[src/sobel_l1_edge_magnitude_macros.svh]
// ---------------------------------------------------------------------------
// Sobel L1 edge magnitude - assertion macros
// Shared concurrent assertion shorthands for the edge magnitude block.
// ---------------------------------------------------------------------------
`ifndef SOBEL_L1_EDGE_MAGNITUDE_MACROS_SVH
`define SOBEL_L1_EDGE_MAGNITUDE_MACROS_SVH

// same-cycle implication
`define SLE_ASSERT_IMP(label, clk, rst_n, ante, cons, msg) \
    label: assert property (@(posedge clk) disable iff (!rst_n) (ante) |-> (cons)) \
        else $error(msg);

// next-cycle implication
`define SLE_ASSERT_NXT(label, clk, rst_n, ante, cons, msg) \
    label: assert property (@(posedge clk) disable iff (!rst_n) (ante) |=> (cons)) \
        else $error(msg);

`endif

[src/sle_pkg.sv]
// ---------------------------------------------------------------------------
// Sobel L1 edge magnitude - package
// Request types, register codes, window column type and sizing constants.
// ---------------------------------------------------------------------------
package sle_pkg;

    localparam int SLE_MAX_WIDTH = 1024;
    localparam int LINE_W_BITS   = 11;
    localparam int ROW_BITS      = 12;
    localparam int CFG_DATA_BITS = 12;

    localparam logic [LINE_W_BITS-1:0] LINE_WIDTH_RESET   = 11'd640;
    localparam logic [ROW_BITS-1:0]    FRAME_HEIGHT_RESET = 12'd480;

    // register indexes
    localparam logic CFG_LINE_WIDTH   = 1'b0;
    localparam logic CFG_FRAME_HEIGHT = 1'b1;

    // request op codes
    localparam logic OP_PIXEL = 1'b0;
    localparam logic OP_DRAIN = 1'b1;

    typedef logic [7:0] t_pix;

    typedef struct packed {
        t_pix top;
        t_pix mid;
        t_pix bot;
    } t_col;

    typedef struct packed {
        logic op;
        t_pix pixel_in;
    } t_in_req;

    typedef struct packed {
        t_pix edge_out;
        logic frame_end;
    } t_out_req;

    // which window columns feed the kernels
    typedef logic [1:0] t_mode;
    localparam t_mode MODE_ROWEND = 2'd0;
    localparam t_mode MODE_FIRST  = 2'd1;
    localparam t_mode MODE_MID    = 2'd2;
    localparam t_mode MODE_TAIL   = 2'd3;

endpackage

[src/sle_cell.sv]
// ---------------------------------------------------------------------------
// Sobel L1 edge magnitude - window column cell
// Holds one 3-pixel column, passes it on each shift, forms its 1-2-1 sum.
// ---------------------------------------------------------------------------
module sle_cell import sle_pkg::*; (
    input  logic       i_clk,
    input  logic       i_rst_n,
    input  logic       i_shift,
    input  t_col       i_col,
    output t_col       o_col,
    output logic [9:0] o_vsum
);

    t_col r_col;

    always_ff @(posedge i_clk) begin
        if (!i_rst_n) begin
            r_col <= '0;
        end else if (i_shift) begin
            r_col <= i_col;
        end
    end

    assign o_col  = r_col;
    assign o_vsum = {2'b00, r_col.top} + {1'b0, r_col.mid, 1'b0} + {2'b00, r_col.bot};

endmodule

[config.mk]
export PLATFORM = sky130hd
export DESIGN_NAME = sle_cell
export DESIGN_NICKNAME = d
export VERILOG_FILES = /design/src/sobel_l1_edge_magnitude_macros.svh /design/src/sle_pkg.sv /design/src/sle_cell.sv
export SDC_FILE = /design/constraint.sdc
export NUM_CORES = 1
export LEC_CHECK = 0
export BUFFER_PORTS_ARGS = -buffer_cell sky130_fd_sc_hd__buf_4
export CORE_ASPECT_RATIO = 1.5
export CORE_UTILIZATION = 33
export DETAILED_ROUTE_END_ITERATION = 10
export HOLD_SLACK_MARGIN = 0.03
export SLEW_MARGIN = 5
export SYNTH_ARGS = -nofsm -noshare
export SYNTH_HDL_FRONTEND = slang
export SYNTH_SLANG_ARGS = --single-unit
[constraint.sdc]
create_clock -name i_clk -period 4.3 [get_ports i_clk]
set_clock_uncertainty 0.05 [all_clocks]
set_input_delay 0.645 -clock i_clk [delete_from_list [all_inputs] [get_ports i_clk]]
set_output_delay 0.645 -clock i_clk [all_outputs]
set_load 0.05 [all_outputs]
==> impl_metrics.ini <==
[floorplan]
fp.dieH_um = 81.5
io-pin-count = 61
initial_core_util_pct = 34.8
core_mm2 = 0.00399
rows = 28
die_w_um = 55.0
die_area_mm2 = 0.00448

[clocking]
cts_tree = done
root_buffer = clkbuf_8
cts_made_buffers = 3
cts_buffer_depth = 2
cts_setup_buffers = 0
cts_resized = 0
cts_hold_buf = 0
clk_pin_slew_worst_paths_ns = 0.09
htreeDepth = 1
clkLatencyLatePin_ns = 0.27
clock-sinks = 24

[route]
drt-total-wl_um = 2970
ant_nets = 0
firstDrtPassIters = 3
post_drt_wl_per_cell_um = 12.9
drtIter0Drc = 12
drc_errors = 0
via_count = 1100
via_per_inst = 4.78

[sta]
setup_viol = 0
drv_slew = 0
finalCriticalPeriod_ns = 3.16
timing.hold.ws_ns = 0.508
tns_ns = 0
grt_setup_unrepaired = false
fmax_mhz = 316
period_share_pct = 73.5
tightestPinTransition_ns = 0.409
hold_viol = 0
slew_headroom_pct = 72.7

[placed_design]
globalplace.congestion = 0.703
numPortBuffers = 60
place_hpwl_um = 2390

[critical_path]
crit_top_cell = fa_1
worstPathCellList = fa_1 -> ha_1 -> fa_1 -> a21oi_1 -> o21a_2 -> xnor2_1 -> buf_4
crit_slowest_cell = fa_1
cp-end-kind = output port
path_class = reg2out
cp_max_fo = 3
critPathLaunchType = flip-flop
max_stage_delay_ns = 0.50
cp.required_ns = 3.61
cp.arrival_ns = 2.47

[synthesis]
synth_top_cell_by_area = dfxtp_1
synth_flop_cell = dfxtp_1
yosysWarnings = 0
synth_most_common_cell = mux2i_1
synth_cell_types = 27
syn-num-nets = 170
synth_edf_count = 0
synth_seq_cells = 24
syn-instance-count = 126
ys_top_cells_by_area = dfxtp_1 (35%), mux2i_1 (18%), fa_1 (12%), nor2b_1 (11%), ha_1 (8.1%)
async_flop_share_pct = 0
synth.top_cell.area_share_pct = 34.6
syn_area_mm2 = 0.00139
yosysSeqAreaShare_pct = 34.6
ys_top_cells_by_count = mux2i_1 (25), dfxtp_1 (24), nor2b_1 (24), ha_1 (9), fa_1 (8)
avgSynthCellArea_um2 = 11.0

[cells_and_area]
largest_register_ffs = 24
fin_nets = 230
multi_input_comb_area_um2 = 862
fillers = 395
area.sequential_um2 = 480
antenna_cells = 0
drive_above_1_share_pct = 36.8
area_growth_pct = 39.1

[power]
vdd_drop_max_uv = 200
powerDensity_mw_per_mm2 = 384
leakage_uw = 0.000969

[global_routing]
grt_pass1_wl_um = 4670
grt_pass1_vias = 1084
antenna_found_initial = 0
overflow = 0
grt_util_all_layers_pct = 14.6
grt_max_degree = 25

[worst_hold_path]
hold_class = reg2reg

[run]
maxCapViolCount = 0

[run_status]
status = finished clean
## layout make-up
cell class / count / share of cell area (%)
Clock inverter: 1 / 1.55
Tap cell: 45 / 2.91
Clock buffer: 3 / 2.14
Multi-Input combinational cell: 94 / 44.6
Inverter: 3 / 0.583
Timing Repair Buffer: 60 / 23.3
Sequential cell: 24 / 24.9
## where the power goes
| group | switching [uW] | total, uW | internal, uW |
|---|---|---|---|
| Sequential | 13.8 | 249 | 236 |
| Combinational | 189 | 296 | 107 |
| Clock | 71.5 | 196 | 124 |
## metrics by stage
stage	utilization, %	worst slack [ns]	area, um2	instances	total power (uW)
global placement	46.6	1.47	1860	226	550
floorplan	-	0.665	1390	126	467
detailed placement	46.6	1.41	1860	226	555
finish	48.4	1.14	1930	230	742
global route	48.4	0.997	1930	230	781
CTS	48.4	1.10	1930	230	753
## cells by family after synthesis
kind of cell	after synthesis	synth area share, %
AO/OA/AOI/OAI	13	6.67
XOR/XNOR	4	2.52
adder cells (fa/ha/maj)	17	19.6
buffers and inverters	8	3.33
flip-flops	24	34.6
multiplexers	25	18.0
AND/OR/NAND/NOR	35	15.2
## cell usage in the layout (no fill, tap or decap), drive strengths merged, types with 2 or more instances in the layout
master / synthesis / final
nor3: 2 / 2
a21o: 2 / 2
buf: 3 / 60
inv: 3 / 3
nand2: 3 / 3
fa: 8 / 8
nor2b: 24 / 24
ha: 9 / 9
mux2i: 25 / 25
xor2: 2 / 2
clkbuf: 2 / 3
a21oi: 5 / 5
dfxtp: 24 / 24
xnor2: 2 / 2
nand3: 2 / 2
## per-layer routing
layer	vias to the layer above	track usage, %	part of all wire, %
li1	550	-	-
met1	500	16.5	38
met2	45	25.9	54
met3	5	2.41	6.3
met4	0	6.00	1.5
met5	-	0	0
## critical path: cells and delay by family, from the launching register on
family	cells	cell delay (ns)
flops	1	0.35
xor+xnor	1	0.11
fa+ha+maj	3	1.14
buf+inv	1	0.21
compound gates	2	0.38
## final timing paths
| check | slack, ns | cells after the start | startpoint | end |
|---|---|---|---|---|
| worst max register to register | 3.57 | 2 | o_col[10]$_SDFFE_PN0P_ | o_col[10]$_SDFFE_PN0P_ |
| worst max-delay path | 1.14 | 7 | o_col[1]$_SDFFE_PN0P_ | o_vsum[7] |
| worst min register to register | 0.51 | 2 | o_col[16]$_SDFFE_PN0P_ | o_col[16]$_SDFFE_PN0P_ |
| worst min-delay path | 0.51 | 2 | o_col[16]$_SDFFE_PN0P_ | o_col[16]$_SDFFE_PN0P_ |
Note: power is estimated with default switching activity, not from simulation.
